**src/design/tts_pkg.sv**
```systemverilog
// Shared types and constants for the tone table sequencer.
// Depends on nothing; every other design file refers to it.
package tts_pkg;

    localparam int unsigned OPCODE_W       = 3;
    localparam int unsigned ADDR_W         = 6;
    localparam int unsigned FREQ_W         = 16;
    localparam int unsigned DUR_W          = 16;
    localparam int unsigned TIMER_W        = 16;
    localparam int unsigned TONE_CLK_W     = 24;
    localparam int unsigned TICKS_W        = 16;
    localparam int unsigned CFG_IDX_W      = 1;
    localparam int unsigned CFG_DATA_W     = 24;

    localparam int unsigned DEF_TABLE_ENTRIES = 64;
    localparam int unsigned DEF_END_CODE      = 65535;
    localparam int unsigned DEF_REPEAT_CODE   = 65534;

    localparam logic [TONE_CLK_W-1:0] TONE_CLK_RESET = 24'd1000000;
    localparam logic [TICKS_W-1:0]    TICKS_RESET    = 16'd10;
    localparam logic [TIMER_W-1:0]    SILENT_RELOAD  = 16'hFFFF;

    // One quotient bit is produced per divider step.
    localparam int unsigned DIV_STEPS = TONE_CLK_W;
    localparam int unsigned DIV_CNT_W = $clog2(DIV_STEPS + 1);

    typedef enum logic [OPCODE_W-1:0] {
        OP_WRITE     = 3'd0,
        OP_START_FWD = 3'd1,
        OP_START_REV = 3'd2,
        OP_EXPIRE    = 3'd3,
        OP_MUTE      = 3'd4
    } opcode_t;

    typedef enum logic [CFG_IDX_W-1:0] {
        CFG_TONE_CLOCK = 1'd0,
        CFG_TICKS      = 1'd1
    } cfg_reg_t;

    typedef enum logic [1:0] {
        RES_NONE   = 2'd0,
        RES_STOP   = 2'd1,
        RES_UPDATE = 2'd2
    } result_kind_t;

    typedef struct packed {
        logic         wr_entry;
        logic         start_fwd;
        logic         scan_init;
        logic         scan_next;
        logic         scan_found;
        logic         set_pos;
        logic         mem_rd;
        logic         jump_start;
        logic         jump_end;
        logic         halt;
        logic         note_start;
        logic         div_step;
        logic         emit;
        result_kind_t kind;
    } tts_cmd_t;

    typedef struct packed {
        logic active;
        logic going_forward;
        logic melody_empty;
        logic is_repeat;
        logic is_marker;
        logic div_done;
        logic out_free;
    } tts_sts_t;

endpackage

```
**src/design/tts_channels.sv**
```systemverilog
// Handshake channel interfaces: command input, result output, configuration.
// Depends on tts_pkg for field widths.
interface tts_in_if;
    logic                             valid;
    logic                             ready;
    logic [tts_pkg::OPCODE_W-1:0]     opcode;
    logic [tts_pkg::ADDR_W-1:0]       entry_addr;
    logic [tts_pkg::FREQ_W-1:0]       tone_freq;
    logic [tts_pkg::DUR_W-1:0]        tone_dur;

    modport source (output valid, output opcode, output entry_addr, output tone_freq,
                    output tone_dur, input ready);
    modport sink   (input valid, input opcode, input entry_addr, input tone_freq,
                    input tone_dur, output ready);
endinterface

interface tts_out_if;
    logic                             valid;
    logic                             ready;
    logic                             update;
    logic                             stop;
    logic [tts_pkg::TIMER_W-1:0]      tone_reload;
    logic [tts_pkg::TIMER_W-1:0]      tone_compare;
    logic [tts_pkg::TIMER_W-1:0]      note_compare;
    logic                             playing;

    modport source (output valid, output update, output stop, output tone_reload,
                    output tone_compare, output note_compare, output playing,
                    input ready);
    modport sink   (input valid, input update, input stop, input tone_reload,
                    input tone_compare, input note_compare, input playing,
                    output ready);
endinterface

interface tts_cfg_if;
    logic                             valid;
    logic                             ready;
    logic [tts_pkg::CFG_IDX_W-1:0]    index;
    logic [tts_pkg::CFG_DATA_W-1:0]   data;

    modport source (output valid, output index, output data, input ready);
    modport sink   (input valid, input index, input data, output ready);
endinterface

```
**src/design/tts_datapath.sv**
```systemverilog
// Datapath: note table memory, playback position registers, serial divider,
// duration multiplier and the result register. Depends on tts_pkg and tts_channels.
module tts_datapath #(
    parameter int unsigned TABLE_ENTRIES = tts_pkg::DEF_TABLE_ENTRIES,
    parameter int unsigned END_CODE      = tts_pkg::DEF_END_CODE,
    parameter int unsigned REPEAT_CODE   = tts_pkg::DEF_REPEAT_CODE
) (
    input  logic                          clk,
    input  logic                          rst_n,
    input  logic [tts_pkg::ADDR_W-1:0]    entry_addr,
    input  logic [tts_pkg::FREQ_W-1:0]    tone_freq,
    input  logic [tts_pkg::DUR_W-1:0]     tone_dur,
    input  tts_pkg::tts_cmd_t             cmd,
    output tts_pkg::tts_sts_t             sts,
    tts_out_if.source                     out_ch,
    tts_cfg_if.sink                       cfg_ch
);
    import tts_pkg::*;

    localparam int unsigned IDX_W  = $clog2(TABLE_ENTRIES);
    localparam int unsigned POS_W  = $clog2(TABLE_ENTRIES + 1);
    localparam int unsigned WORD_W = FREQ_W + DUR_W;
    localparam logic [POS_W-1:0]  POS_LIMIT = POS_W'(TABLE_ENTRIES);
    localparam logic [FREQ_W-1:0] END_F     = FREQ_W'(END_CODE);
    localparam logic [FREQ_W-1:0] REPEAT_F  = FREQ_W'(REPEAT_CODE);

    logic [WORD_W-1:0] mem [TABLE_ENTRIES];

    logic [TONE_CLK_W-1:0] tone_clk_reg;
    logic [TICKS_W-1:0]    ticks_reg;
    logic [POS_W-1:0]      pos_reg, pos_next;
    logic [POS_W-1:0]      note_pos_reg, note_pos_next;
    logic [POS_W-1:0]      melody_len_reg, melody_len_next;
    logic                  fwd_reg, fwd_next;
    logic                  active_reg, active_next;
    logic [WORD_W-1:0]     rd_data_reg;
    logic                  rd_oob_reg;
    logic [TONE_CLK_W-1:0] quo_reg;
    logic [FREQ_W-1:0]     rem_reg;
    logic [FREQ_W-1:0]     divisor_reg;
    logic [DIV_CNT_W-1:0]  div_cnt_reg;
    logic                  silent_reg;
    logic [TIMER_W-1:0]    prod_reg;
    logic                  out_valid_reg;
    logic                  res_update_reg, res_stop_reg, res_playing_reg;
    logic [TIMER_W-1:0]    res_reload_reg, res_compare_reg, res_note_reg;

    logic [FREQ_W-1:0]     rd_freq, eff_freq;
    logic [DUR_W-1:0]      rd_dur;
    logic                  addr_ok;
    logic [FREQ_W:0]       trial;
    logic                  trial_ge;
    logic [TICKS_W+DUR_W-1:0] prod_full;
    logic [TIMER_W:0]      reload_wide;

    assign rd_freq  = rd_data_reg[WORD_W-1:DUR_W];
    assign rd_dur   = rd_data_reg[DUR_W-1:0];
    assign eff_freq = rd_oob_reg ? END_F : rd_freq;
    assign addr_ok  = 32'(entry_addr) < 32'(TABLE_ENTRIES);

    assign sts.active        = active_reg;
    assign sts.going_forward = fwd_reg;
    assign sts.melody_empty  = (melody_len_reg == '0);
    assign sts.is_repeat     = (eff_freq == REPEAT_F);
    assign sts.is_marker     = (eff_freq == REPEAT_F) || (eff_freq == END_F);
    assign sts.div_done      = (div_cnt_reg == '0);
    assign sts.out_free      = !out_valid_reg || out_ch.ready;

    assign cfg_ch.ready = 1'b1;

    // Note table: one write port for table loads, one registered read port.
    always_ff @(posedge clk)
    begin
        if (cmd.wr_entry && addr_ok)
        begin
            mem[IDX_W'(entry_addr)] <= {tone_freq, tone_dur};
        end
        if (cmd.mem_rd)
        begin
            rd_data_reg <= mem[pos_reg[IDX_W-1:0]];
        end
    end

    always_comb
    begin
        pos_next        = pos_reg;
        note_pos_next   = note_pos_reg;
        melody_len_next = melody_len_reg;
        fwd_next        = fwd_reg;
        active_next     = active_reg;
        if (cmd.start_fwd)
        begin
            fwd_next      = 1'b1;
            note_pos_next = '0;
            active_next   = 1'b1;
        end
        if (cmd.scan_init)
        begin
            pos_next = '0;
        end
        if (cmd.scan_next)
        begin
            pos_next = pos_reg + POS_W'(1);
        end
        if (cmd.scan_found)
        begin
            melody_len_next = pos_reg;
            note_pos_next   = pos_reg;
            fwd_next        = 1'b0;
            active_next     = 1'b1;
        end
        if (cmd.set_pos)
        begin
            if (fwd_reg)
            begin
                pos_next = note_pos_reg;
            end
            else if (note_pos_reg == '0)
            begin
                pos_next = melody_len_reg;
            end
            else
            begin
                pos_next = note_pos_reg - POS_W'(1);
            end
        end
        if (cmd.jump_start)
        begin
            pos_next = '0;
        end
        if (cmd.jump_end)
        begin
            pos_next = melody_len_reg - POS_W'(1);
        end
        if (cmd.note_start)
        begin
            note_pos_next = fwd_reg ? pos_reg + POS_W'(1) : pos_reg;
        end
        if (cmd.halt)
        begin
            active_next = 1'b0;
        end
    end

    always_ff @(posedge clk or negedge rst_n)
    begin
        if (!rst_n)
        begin
            tone_clk_reg   <= TONE_CLK_RESET;
            ticks_reg      <= TICKS_RESET;
            pos_reg        <= '0;
            note_pos_reg   <= '0;
            melody_len_reg <= '0;
            fwd_reg        <= 1'b1;
            active_reg     <= 1'b0;
            rd_oob_reg     <= 1'b0;
            div_cnt_reg    <= '0;
            out_valid_reg  <= 1'b0;
        end
        else
        begin
            if (cfg_ch.valid && cfg_ch.ready)
            begin
                case (cfg_reg_t'(cfg_ch.index))
                    CFG_TONE_CLOCK: tone_clk_reg <= cfg_ch.data;
                    CFG_TICKS:      ticks_reg    <= cfg_ch.data[TICKS_W-1:0];
                    default:        ;
                endcase
            end
            pos_reg        <= pos_next;
            note_pos_reg   <= note_pos_next;
            melody_len_reg <= melody_len_next;
            fwd_reg        <= fwd_next;
            active_reg     <= active_next;
            if (cmd.mem_rd)
            begin
                rd_oob_reg <= (pos_reg >= POS_LIMIT);
            end
            if (cmd.note_start)
            begin
                div_cnt_reg <= DIV_CNT_W'(DIV_STEPS);
            end
            else if (cmd.div_step && div_cnt_reg != '0)
            begin
                div_cnt_reg <= div_cnt_reg - DIV_CNT_W'(1);
            end
            if (cmd.emit)
            begin
                out_valid_reg <= 1'b1;
            end
            else if (out_ch.ready)
            begin
                out_valid_reg <= 1'b0;
            end
        end
    end

    // Restoring divider: one quotient bit per step, dividend shifted out of quo_reg.
    assign trial    = {rem_reg, quo_reg[TONE_CLK_W-1]};
    assign trial_ge = (trial >= {1'b0, divisor_reg});
    assign prod_full = ticks_reg * rd_dur;

    // The low 17 bits of (quotient - 1) give both the reload and half of it.
    assign reload_wide = quo_reg[TIMER_W:0] - (TIMER_W+1)'(1);

    always_ff @(posedge clk)
    begin
        if (cmd.note_start)
        begin
            quo_reg     <= tone_clk_reg;
            rem_reg     <= '0;
            divisor_reg <= eff_freq;
            silent_reg  <= (eff_freq == '0);
            prod_reg    <= prod_full[TIMER_W-1:0];
        end
        else if (cmd.div_step && div_cnt_reg != '0)
        begin
            quo_reg <= {quo_reg[TONE_CLK_W-2:0], trial_ge};
            rem_reg <= trial_ge ? FREQ_W'(trial - {1'b0, divisor_reg}) : trial[FREQ_W-1:0];
        end
        if (cmd.emit)
        begin
            res_playing_reg <= active_reg;
            res_update_reg  <= (cmd.kind == RES_UPDATE);
            res_stop_reg    <= (cmd.kind == RES_STOP);
            if (cmd.kind == RES_UPDATE)
            begin
                res_reload_reg  <= silent_reg ? SILENT_RELOAD : reload_wide[TIMER_W-1:0];
                res_compare_reg <= silent_reg ? '0 : reload_wide[TIMER_W:1];
                res_note_reg    <= prod_reg - TIMER_W'(1);
            end
            else
            begin
                res_reload_reg  <= '0;
                res_compare_reg <= '0;
                res_note_reg    <= '0;
            end
        end
    end

    assign out_ch.valid        = out_valid_reg;
    assign out_ch.update       = res_update_reg;
    assign out_ch.stop         = res_stop_reg;
    assign out_ch.tone_reload  = res_reload_reg;
    assign out_ch.tone_compare = res_compare_reg;
    assign out_ch.note_compare = res_note_reg;
    assign out_ch.playing      = res_playing_reg;

`ifndef NO_ASSERTIONS
    a_emit_into_free: assert property (@(posedge clk) disable iff (!rst_n)
        cmd.emit |-> (!out_valid_reg || out_ch.ready))
        else $error("result loaded while the previous one is still held");
    a_note_pos_range: assert property (@(posedge clk) disable iff (!rst_n)
        note_pos_reg <= POS_LIMIT && melody_len_reg <= POS_LIMIT)
        else $error("playback position beyond the table");
    a_stop_clears_active: assert property (@(posedge clk) disable iff (!rst_n)
        (cmd.emit && cmd.kind == RES_STOP) |-> !active_reg)
        else $error("stop result while playback still active");
    a_update_when_active: assert property (@(posedge clk) disable iff (!rst_n)
        (cmd.emit && cmd.kind == RES_UPDATE) |-> (active_reg && div_cnt_reg == '0))
        else $error("note result before the divider finished");
`endif

endmodule

```
**src/design/tts_ctrl.sv**
```systemverilog
// Controller state machine: decodes commands, sequences the terminator scan,
// table reads, the divider and the result transfer. Depends on tts_pkg.
module tts_ctrl (
    input  logic                          clk,
    input  logic                          rst_n,
    input  logic                          in_valid,
    input  logic [tts_pkg::OPCODE_W-1:0]  in_opcode,
    output logic                          in_ready,
    output tts_pkg::tts_cmd_t             cmd,
    input  tts_pkg::tts_sts_t             sts
);
    import tts_pkg::*;

    typedef enum logic [9:0] {
        S_IDLE     = 10'b00_0000_0001,
        S_SCAN_RD  = 10'b00_0000_0010,
        S_SCAN_CHK = 10'b00_0000_0100,
        S_ADV      = 10'b00_0000_1000,
        S_RD1      = 10'b00_0001_0000,
        S_CHK1     = 10'b00_0010_0000,
        S_RD2      = 10'b00_0100_0000,
        S_CHK2     = 10'b00_1000_0000,
        S_DIV      = 10'b01_0000_0000,
        S_EMIT     = 10'b10_0000_0000
    } state_t;

    state_t       state_reg, state_next;
    result_kind_t kind_reg, kind_next;
    logic         accept;

    assign in_ready = (state_reg == S_IDLE);
    assign accept   = in_valid && in_ready;

    always_comb
    begin
        state_next = state_reg;
        kind_next  = kind_reg;
        cmd        = '0;
        cmd.kind   = kind_reg;
        case (state_reg)
            S_IDLE:
            begin
                if (accept)
                begin
                    case (opcode_t'(in_opcode))
                        OP_WRITE:
                        begin
                            cmd.wr_entry = 1'b1;
                            kind_next    = RES_NONE;
                            state_next   = S_EMIT;
                        end
                        OP_START_FWD:
                        begin
                            cmd.start_fwd = 1'b1;
                            state_next    = S_ADV;
                        end
                        OP_START_REV:
                        begin
                            cmd.scan_init = 1'b1;
                            state_next    = S_SCAN_RD;
                        end
                        OP_EXPIRE:
                        begin
                            state_next = S_ADV;
                        end
                        OP_MUTE:
                        begin
                            cmd.halt   = 1'b1;
                            kind_next  = RES_STOP;
                            state_next = S_EMIT;
                        end
                        default:
                        begin
                            kind_next  = RES_NONE;
                            state_next = S_EMIT;
                        end
                    endcase
                end
            end
            S_SCAN_RD:
            begin
                cmd.mem_rd = 1'b1;
                state_next = S_SCAN_CHK;
            end
            S_SCAN_CHK:
            begin
                // A position past the table reads as the end marker, so the scan ends.
                if (sts.is_marker)
                begin
                    cmd.scan_found = 1'b1;
                    state_next     = S_ADV;
                end
                else
                begin
                    cmd.scan_next = 1'b1;
                    state_next    = S_SCAN_RD;
                end
            end
            S_ADV:
            begin
                if (sts.active)
                begin
                    cmd.set_pos = 1'b1;
                    state_next  = S_RD1;
                end
                else
                begin
                    kind_next  = RES_NONE;
                    state_next = S_EMIT;
                end
            end
            S_RD1:
            begin
                cmd.mem_rd = 1'b1;
                state_next = S_CHK1;
            end
            S_CHK1:
            begin
                if (!sts.is_repeat)
                begin
                    state_next = S_CHK2;
                end
                else if (sts.going_forward)
                begin
                    cmd.jump_start = 1'b1;
                    state_next     = S_RD2;
                end
                else if (sts.melody_empty)
                begin
                    cmd.halt   = 1'b1;
                    kind_next  = RES_STOP;
                    state_next = S_EMIT;
                end
                else
                begin
                    cmd.jump_end = 1'b1;
                    state_next   = S_RD2;
                end
            end
            S_RD2:
            begin
                cmd.mem_rd = 1'b1;
                state_next = S_CHK2;
            end
            S_CHK2:
            begin
                if (sts.is_marker)
                begin
                    cmd.halt   = 1'b1;
                    kind_next  = RES_STOP;
                    state_next = S_EMIT;
                end
                else
                begin
                    cmd.note_start = 1'b1;
                    state_next     = S_DIV;
                end
            end
            S_DIV:
            begin
                cmd.div_step = 1'b1;
                if (sts.div_done)
                begin
                    kind_next  = RES_UPDATE;
                    state_next = S_EMIT;
                end
            end
            S_EMIT:
            begin
                if (sts.out_free)
                begin
                    cmd.emit   = 1'b1;
                    state_next = S_IDLE;
                end
            end
            default:
            begin
                state_next = S_IDLE;
            end
        endcase
    end

    always_ff @(posedge clk or negedge rst_n)
    begin
        if (!rst_n)
        begin
            state_reg <= S_IDLE;
            kind_reg  <= RES_NONE;
        end
        else
        begin
            state_reg <= state_next;
            kind_reg  <= kind_next;
        end
    end

`ifndef NO_ASSERTIONS
    a_accept_leaves_idle: assert property (@(posedge clk) disable iff (!rst_n)
        accept |=> (state_reg != S_IDLE))
        else $error("controller still idle after a command transfer");
    a_div_done_emits: assert property (@(posedge clk) disable iff (!rst_n)
        (state_reg == S_DIV && sts.div_done) |=> (state_reg == S_EMIT && kind_reg == RES_UPDATE))
        else $error("finished division did not lead to a note result");
    a_emit_returns_idle: assert property (@(posedge clk) disable iff (!rst_n)
        cmd.emit |=> (state_reg == S_IDLE))
        else $error("controller did not return to idle after the result transfer");
`endif

endmodule

```
**src/design/tone_table_sequencer_unit.sv**
```systemverilog
// Tone table sequencer top level: ties the controller to the datapath.
// Write, mute and unused codes go straight to the result; an idle expiry passes the advance
// state; a stop at a marker or a note reads the table (again after a repeat jump); a note then
// runs the 24-step divider. Reverse start scans for the terminator, at most TABLE_ENTRIES+1 reads.
// Throughput: one command at a time; the next is taken once the result is in the output register.
// Reset (rst_n, asynchronous): idle, not playing, forward order; table contents undefined.
module tone_table_sequencer_unit #(
    parameter int unsigned TABLE_ENTRIES = tts_pkg::DEF_TABLE_ENTRIES,
    parameter int unsigned END_CODE      = tts_pkg::DEF_END_CODE,
    parameter int unsigned REPEAT_CODE   = tts_pkg::DEF_REPEAT_CODE
) (
    input  logic        clk,
    input  logic        rst_n,
    tts_in_if.sink      cmd,
    tts_out_if.source   rsp,
    tts_cfg_if.sink     cfg
);
    import tts_pkg::*;

    tts_cmd_t ctrl_cmd;
    tts_sts_t dp_sts;
    logic     in_ready;

    assign cmd.ready = in_ready;

    tts_ctrl u_ctrl (
        .clk       (clk),
        .rst_n     (rst_n),
        .in_valid  (cmd.valid),
        .in_opcode (cmd.opcode),
        .in_ready  (in_ready),
        .cmd       (ctrl_cmd),
        .sts       (dp_sts)
    );

    tts_datapath #(
        .TABLE_ENTRIES (TABLE_ENTRIES),
        .END_CODE      (END_CODE),
        .REPEAT_CODE   (REPEAT_CODE)
    ) u_datapath (
        .clk        (clk),
        .rst_n      (rst_n),
        .entry_addr (cmd.entry_addr),
        .tone_freq  (cmd.tone_freq),
        .tone_dur   (cmd.tone_dur),
        .cmd        (ctrl_cmd),
        .sts        (dp_sts),
        .out_ch     (rsp),
        .cfg_ch     (cfg)
    );

endmodule
```
**src/flat_wrapper.sv**
```systemverilog
// flat-port wrapper written by rule: the top's interface ports become plain ports
module tone_table_sequencer_unit_flat import tts_pkg::*;
#(
    parameter int unsigned TABLE_ENTRIES = tts_pkg::DEF_TABLE_ENTRIES,
    parameter int unsigned END_CODE      = tts_pkg::DEF_END_CODE,
    parameter int unsigned REPEAT_CODE   = tts_pkg::DEF_REPEAT_CODE
)
  (clk, rst_n, cmd_valid, cmd_opcode, cmd_entry_addr, cmd_tone_freq, cmd_tone_dur, cmd_ready, rsp_valid, rsp_update, rsp_stop, rsp_tone_reload, rsp_tone_compare, rsp_note_compare, rsp_playing, rsp_ready, cfg_valid, cfg_index, cfg_data, cfg_ready);
  tts_in_if cmd_i ();
  tts_out_if rsp_i ();
  tts_cfg_if cfg_i ();
  input  logic clk;
  input  logic rst_n;
  input wire logic [$bits(cmd_i.valid)-1:0] cmd_valid;
  input wire logic [$bits(cmd_i.opcode)-1:0] cmd_opcode;
  input wire logic [$bits(cmd_i.entry_addr)-1:0] cmd_entry_addr;
  input wire logic [$bits(cmd_i.tone_freq)-1:0] cmd_tone_freq;
  input wire logic [$bits(cmd_i.tone_dur)-1:0] cmd_tone_dur;
  output wire logic [$bits(cmd_i.ready)-1:0] cmd_ready;
  output wire logic [$bits(rsp_i.valid)-1:0] rsp_valid;
  output wire logic [$bits(rsp_i.update)-1:0] rsp_update;
  output wire logic [$bits(rsp_i.stop)-1:0] rsp_stop;
  output wire logic [$bits(rsp_i.tone_reload)-1:0] rsp_tone_reload;
  output wire logic [$bits(rsp_i.tone_compare)-1:0] rsp_tone_compare;
  output wire logic [$bits(rsp_i.note_compare)-1:0] rsp_note_compare;
  output wire logic [$bits(rsp_i.playing)-1:0] rsp_playing;
  input wire logic [$bits(rsp_i.ready)-1:0] rsp_ready;
  input wire logic [$bits(cfg_i.valid)-1:0] cfg_valid;
  input wire logic [$bits(cfg_i.index)-1:0] cfg_index;
  input wire logic [$bits(cfg_i.data)-1:0] cfg_data;
  output wire logic [$bits(cfg_i.ready)-1:0] cfg_ready;
  assign cmd_i.valid = cmd_valid;
  assign cmd_i.opcode = cmd_opcode;
  assign cmd_i.entry_addr = cmd_entry_addr;
  assign cmd_i.tone_freq = cmd_tone_freq;
  assign cmd_i.tone_dur = cmd_tone_dur;
  assign cmd_ready = cmd_i.ready;
  assign rsp_valid = rsp_i.valid;
  assign rsp_update = rsp_i.update;
  assign rsp_stop = rsp_i.stop;
  assign rsp_tone_reload = rsp_i.tone_reload;
  assign rsp_tone_compare = rsp_i.tone_compare;
  assign rsp_note_compare = rsp_i.note_compare;
  assign rsp_playing = rsp_i.playing;
  assign rsp_i.ready = rsp_ready;
  assign cfg_i.valid = cfg_valid;
  assign cfg_i.index = cfg_index;
  assign cfg_i.data = cfg_data;
  assign cfg_ready = cfg_i.ready;
  tone_table_sequencer_unit #(.TABLE_ENTRIES(TABLE_ENTRIES), .END_CODE(END_CODE), .REPEAT_CODE(REPEAT_CODE)) u_core (.clk(clk), .rst_n(rst_n), .cmd(cmd_i), .rsp(rsp_i), .cfg(cfg_i));
endmodule
```
**config.mk**
```make
export PLATFORM = sky130hd
export DESIGN_NAME = tone_table_sequencer_unit_flat
export DESIGN_NICKNAME = d
export VERILOG_FILES = /design/src/design/tts_pkg.sv /design/src/design/tts_channels.sv /design/src/design/tts_datapath.sv /design/src/design/tts_ctrl.sv /design/src/design/tone_table_sequencer_unit.sv /design/src/flat_wrapper.sv
export SDC_FILE = /design/constraint.sdc
export NUM_CORES = 2
export LEC_CHECK = 0
export BUFFER_PORTS_ARGS = -buffer_cell sky130_fd_sc_hd__buf_2
export CAP_MARGIN = 15
export CORE_UTILIZATION = 45
export DETAILED_ROUTE_END_ITERATION = 10
export GPL_TIMING_DRIVEN = 0
export PLACE_DENSITY = 0.71
export SLEW_MARGIN = 20
export SYNTH_ARGS = -nofsm -noshare
export SYNTH_HDL_FRONTEND = slang
export SYNTH_SLANG_ARGS = --single-unit
export TNS_END_PERCENT = 10
```
**constraint.sdc**
```tcl
create_clock -name clk -period 13.61 [get_ports clk]
set_clock_uncertainty 0.1 [all_clocks]
set_input_delay 0.6805 -clock clk [delete_from_list [all_inputs] [get_ports clk]]
set_output_delay 0.6805 -clock clk [all_outputs]
set_load 0.01 [all_outputs]
```
After elaboration in Yosys (flattened, before gate mapping). Memories as Yosys holds them, arrays and structs flattened. A register that Yosys moved wholly into a read port is not among the register bits. Cells that the tools add are included.

Input bits: 71. Memories kept: 1. Memory bits (writable): 2048. Word-level logic and storage cells: 159. Register bits: 206. Output and inout bits: 54.

Memory list: u_core.u_datapath.mem (depth 64, width 32, read ports 1, clocked after memory_dff 1, write ports 1, RTL line tts_datapath.sv:27) `logic [WORD_W-1:0] mem [TABLE_ENTRIES];`.

Bitwise operators: 2. Reductions and logical operators: 26. Equal/unequal tests: 27. Multiply operators: 1. Multiplexer cells: 70. $lt $le $gt $ge: 2. Add/subtract/negate cells: 7.

Operators with widths (number): one-hot mux 10 bit (10 select lines) (1); two-way mux 10 bit (8); two-way mux 7 bit (11); two-way mux 16 bit (3); two-way mux 24 bit (2); == test 16 bit, second input constant (2); two-way mux 1 bit (25); two-way mux 2 bit (10); one-hot mux 10 bit (2 select lines) (1); >= comparator 17 x 16 -> 1 bit (1); subtractor 17 x 1 -> 17 bit, second input constant (1); zero test 16 bit (1); multiplier 16 x 16 -> 16 bit (1); subtractor 16 x 1 -> 16 bit, second input constant (1); subtractor 16 bit (1); nonzero test 5 bit (3); zero test 7 bit (2); subtractor 7 x 1 -> 7 bit, second input constant (2); == test 10 x 1 -> 1 bit, second input constant (1); == test 10 bit, second input constant (1); == test 10 x 2 -> 1 bit, second input constant (1); == test 10 x 3 -> 1 bit, second input constant (1); == test 10 x 4 -> 1 bit, second input constant (1); == test 10 x 5 -> 1 bit, second input constant (1); other kinds (33) (53).

Depth between registers and ports, before layout.
Depth in word-level cells: 9. Depth in mapped cells: 20. Depth with buffers taken out: 19.

Cells and area by module. From an unflattened synthesis, not the netlist that was laid out.

Cells, all modules: 4444. Area, all modules: 93018.0 µm².

Modules (own cells, without submodules): tts_datapath (area an instance 92127.1 µm², sequential area each 67787.5 µm², cells each 4347, instances 1); tts_ctrl (area an instance 890.9 µm², sequential area each 301.5 µm², cells each 97, instances 1).

Worst setup path before layout. Ideal clock, no wire load.

Path type: flip-flop to flip-flop. From: register u_core.u_datapath.rd_data_reg[1], read port of u_core.u_datapath.mem. To: register u_core.u_datapath.prod_reg[15] (data pin). Stages on the path, launching flop included: 18. Buffers on the path: 1. Path slack: 8.462 ns. Arrival time: 4.787 ns. Clock period less this slack: 5.148 ns. Cells stage by stage: edfxtp_1 > clkbuf_1 > nand2_1 > fa_1 > fa_1 > fa_1 > fa_1 > inv_1 > fa_1 > inv_1 > fa_1 > inv_1 > ha_1 > and3_1 > a21oi_1 > o211ai_1 > o211ai_1 > xnor2_1.

Longest elaborated chain between the ends: 1.

RTL lines: start, declared (RTL line tts_datapath.sv:36) `logic [WORD_W-1:0] rd_data_reg;`; multiplier 16 x 16 -> 16 bit (RTL line tts_datapath.sv:201) `assign prod_full = ticks_reg * rd_dur;`; via u_core.u_datapath.prod_full[15] (RTL line tts_datapath.sv:53) `logic [TICKS_W+DUR_W-1:0] prod_full;`; end signal, assigned (RTL line tts_datapath.sv:214) `prod_reg <= prod_full[TIMER_W-1:0];`; end, declared (RTL line tts_datapath.sv:43) `logic [TIMER_W-1:0] prod_reg;`.

The timed path passes the listed nets, and every way through them passes these cells. A chain may end at the register's enable or synchronous reset.

Worst setup path in the final report. Same ends and word-level chain as after synthesis.

==> impl_metrics.json <==
{
  "multi_input_area_sq_um": 23700,
  "grt_pass1_vias": 46738,
  "tns_ns": 0,
  "synth.distinct_cells": 80,
  "cp.arrival_ns": 6.34,
  "track_usage": 0.229,
  "r2r_start": "u_core.u_datapath.rd_data_reg[1]",
  "final_nets": 5062,
  "synth_async_sr_flop_share": 0.0359,
  "core_area_sq_um": 205000,
  "vias": 47028,
  "row_count": 166,
  "dieArea_sq_um": 208000,
  "p_switching_w": 0.00402,
  "synth_edf_count": 2188,
  "htree_levels": 4,
  "p_leak_nw": 33.4,
  "seqPwrFrac": 0.491,
  "pin_count": 125,
  "tritoncts": "done",
  "met1_usage": 0.308,
  "grt.busiest_layer": "met2",
  "crit_required_ns": 14.04,
  "rsz0062_at_grt": "no",
  "pwr-share-comb": 0.140,
  "worst_slew_pin_slew_ns": 1.23,
  "drive_above_1_share": 0.279,
  "hold_end": "u_core.u_datapath.tone_clk_reg[1]",
  "io_buffers": 120,
  "finalCritPeriodShare": 0.434,
  "drtIter0Drc": 6865,
  "critPathLaunchType": "flop",
  "fmax_mhz": 169,
  "min_path_cells": 2,
  "wl_um": 239000,
  "p_per_area_nw_per_um2": 152,
  "p_sw_frac": 0.249,
  "grt_pass1_wl_um": 339000,
  "synth_area_sq_um": 92700,
  "largest_reg_flops": 2048,
  "worstSkewPairLatency_ns": 0.85,
  "maxCapViolations": 0,
  "ys_ff_latch": 2286,
  "cts.sinks": 2286,
  "hp-start": "cfg_data[1]",
  "hp-class": "input pin to flop",
  "vdd.ir_drop.worst_v": 0.000259,
  "area_delta_synth_final_pct": 14.5,
  "cp_max_fo": 10,
  "synth_fp_nets": 4637,
  "clockPowerShare": 0.369,
  "ys.flop_type": "edfxtp_1",
  "drc": 0,
  "reg2regPathDepth": 18,
  "finalSetupViolations": 0,
  "dr.pass1.iters": 7,
  "yosysSeqAreaShare": 0.734,
  "grt_max_degree": 65,
  "syn-instance-count": 4411,
  "grt_use_met3": 0.0545,
  "status": "completed",
  "worstSetupPathType": "flop to flop",
  "setup_ws_ns": 7.70,
  "start_util": 0.453,
  "grt-ovfl-total": 0,
  "die_h_um": 456,
  "crit_slowest_cell": "fa_1",
  "crit_chain": "clkbuf_1 -> and2_1 -> fa_1 -> inv_1 -> fa_1 -> inv_1 -> fa_1 -> fa_1 -> inv_1 -> fa_1 -> fa_1 -> xor2_1 -> xnor2_1 -> xnor2_1 -> xnor2_1 -> xnor2_1 -> xnor2_1 -> xnor2_1",
  "met2_usage": 0.361,
  "pre_cts_ws_ns": 7.73,
  "r2r-end": "u_core.u_datapath.prod_reg[15]",
  "cts_buffers": 212,
  "clk_pin_slew_worst_paths_ns": 0.06,
  "endpoint_kind": "flop",
  "max-slew-margin-rel": 0.179,
  "dp_hpwl_um": 156000,
  "ff2ff_setup_slack_ns": 7.70,
  "ant_nets": 0,
  "regArea_sq_um": 68100,
  "slew_violations": 0,
  "cts-root-buf": "clkbuf_16",
  "hold_viol_final": 0,
  "avgSynthCellArea_sq_um": 21.0,
  "ys_warn_count": 0,
  "viasPerCell": 6.09,
  "die_w_um": 456,
  "fill_cells": 15679,
  "antenna_found_initial": 24,
  "wire_per_inst_um": 31.0,
  "p_int_w": 0.0121,
  "routabilityCongestion": 0.881,
  "max_stage_delay_ns": 0.55,
  "post-route-min-period_ns": 5.91,
  "ctsLongestPathBuffers": 3
}
## worst max-delay path, delay by kind of cell, from the launching register on
family | cells | cell delay (ns)
adder cells (fa/ha/maj) | 6 | 3.00
flip-flops | 1 | 0.54
AND/OR/NAND/NOR | 1 | 0.24
buffers and inverters | 4 | 0.47
XOR/XNOR | 7 | 1.27
## cells by family (layout without fill, tap and decap cells)
family | Yosys count | count (layout) | share of synthesized area
adders and majority gates | 155 | 155 | 0.0275
buffers and inverters | 366 | 973 | 0.0156
muxes | 732 | 732 | 0.170
AOI/OAI and AO/OA | 170 | 170 | 0.0117
DFF | 2286 | 2286 | 0.734
other | 1 | 17 | 0.0000404
and+or+nand+nor | 612 | 612 | 0.0323
xor gates and xnor gates | 89 | 89 | 0.00840
## worst max path at each step
stage / start / end / slack (ns) / cells past startpoint
floorplan: u_core.u_datapath.rd_data_reg[1] / u_core.u_datapath.prod_reg[15] / 8.46 / 17
global placement: u_core.u_ctrl.state_reg[7] / u_core.u_datapath.mem[27][17] / 6.64 / 7
detailed placement: u_core.u_datapath.rd_data_reg[1] / u_core.u_datapath.prod_reg[15] / 7.73 / 18
CTS: u_core.u_datapath.rd_data_reg[1] / u_core.u_datapath.prod_reg[15] / 7.70 / 18
global route: u_core.u_datapath.rd_data_reg[1] / u_core.u_datapath.prod_reg[14] / 7.41 / 16
finish: u_core.u_datapath.rd_data_reg[1] / u_core.u_datapath.prod_reg[15] / 7.70 / 18
## cell usage after synthesis, drive strengths merged (5+ instances only)
| cell | instances | area, sq um |
|---|---|---|
| edfxtp | 2188 | 65700 |
| mux4 | 672 | 15100 |
| nand2 | 212 | 796 |
| inv | 158 | 593 |
| nor2 | 147 | 554 |
| clkbuf | 136 | 510 |
| fa | 81 | 1620 |
| ha | 74 | 926 |
| buf | 71 | 344 |
| dfrtp | 71 | 1780 |
| and2 | 67 | 419 |
| xnor2 | 61 | 534 |
| a21oi | 55 | 275 |
| mux2 | 47 | 529 |
| o21ai | 38 | 190 |
| nor3 | 36 | 206 |
| nand3 | 32 | 160 |
| xor2 | 28 | 245 |
| nor4 | 19 | 131 |
| or2 | 17 | 106 |
| or3 | 17 | 111 |
| dfxtp | 16 | 320 |
| mux2i | 13 | 130 |
| nor2b | 12 | 75.1 |
| dfstp | 11 | 289 |
| or4 | 11 | 86.3 |
| a21o | 10 | 75.1 |
| nand2b | 9 | 56.3 |
| a31oi | 8 | 50.1 |
| o221ai | 8 | 70.1 |
| o211ai | 7 | 52.6 |
| nand3b | 6 | 48.8 |
| nand4 | 6 | 37.5 |
| and3 | 5 | 31.3 |
| o21a | 5 | 37.5 |
| o31ai | 5 | 37.5 |
## area by class of cell
| type | instances | share of cell area |
|---|---|---|
| Clock inverter | 143 | 0.0136 |
| Multi-Input combinational cell | 1759 | 0.223 |
| Clock buffer | 253 | 0.0516 |
| Inverter | 159 | 0.00562 |
| Antenna cell | 16 | 0.000377 |
| Timing Repair Buffer | 211 | 0.0244 |
| Tap cell | 2688 | 0.0317 |
| Buffer | 207 | 0.00825 |
| Sequential cell | 2286 | 0.641 |
## power by group through the flow
stage | registers, W | clock network (W) | logic (W)
final | 0.00792 | 0.00595 | 0.00226
after detailed placement | 0.00807 | 0 | 0.00224
after floorplan | 0.00806 | 0 | 0.00152
after global placement | 0.00807 | 0 | 0.00218
after CTS | 0.00792 | 0.00599 | 0.00226
after global routing | 0.00792 | 0.00625 | 0.00247
## per-layer routing
metal | vias to the layer above | routed length (um)
li1 | 18865 | -
met1 | 24923 | 89600
met2 | 2764 | 113000
met3 | 462 | 25900
met4 | 14 | 10200
met5 | - | 92
## cells in the final DEF, fill, tap and decap left out, types with 61 or more instances in the layout
cell type	instances
and2_1	66
buf_2	146
clkbuf_1	160
clkbuf_16	213
dfrtp_1	71
edfxtp_1	2188
fa_1	81
ha_1	74
inv_1	156
mux4_2	672
nand2_1	212
nor2_1	81
nor2_4	65
xnor2_1	61
## through the flow
| stage | total power (W) | hold WS [ns] | cells | util | cell area, sq um |
|---|---|---|---|---|---|
| 5_1_grt | 0.0166 | 0.0173 | 7713 | 0.518 | 106000 |
| 3_3_place_gp | 0.0103 | 0.370 | 7219 | 0.472 | 96700 |
| 6_report | 0.0161 | 0.0460 | 7722 | 0.519 | 106000 |
| 3_5_place_dp | 0.0103 | 0.395 | 7296 | 0.484 | 99100 |
| 2_1_floorplan | 0.00958 | 0.285 | 4411 | - | 92700 |
| 4_1_cts | 0.0162 | 0.0000534 | 7706 | 0.518 | 106000 |
## timing repair
action | in CTS | in global routing
endpoints found under the hold margin | 50 | 0
gates resized for setup | 0 | 0
hold buffers | 14 | 0
setup buffers | 0 | 0
Note: power is estimated with default switching activity, not from simulation.
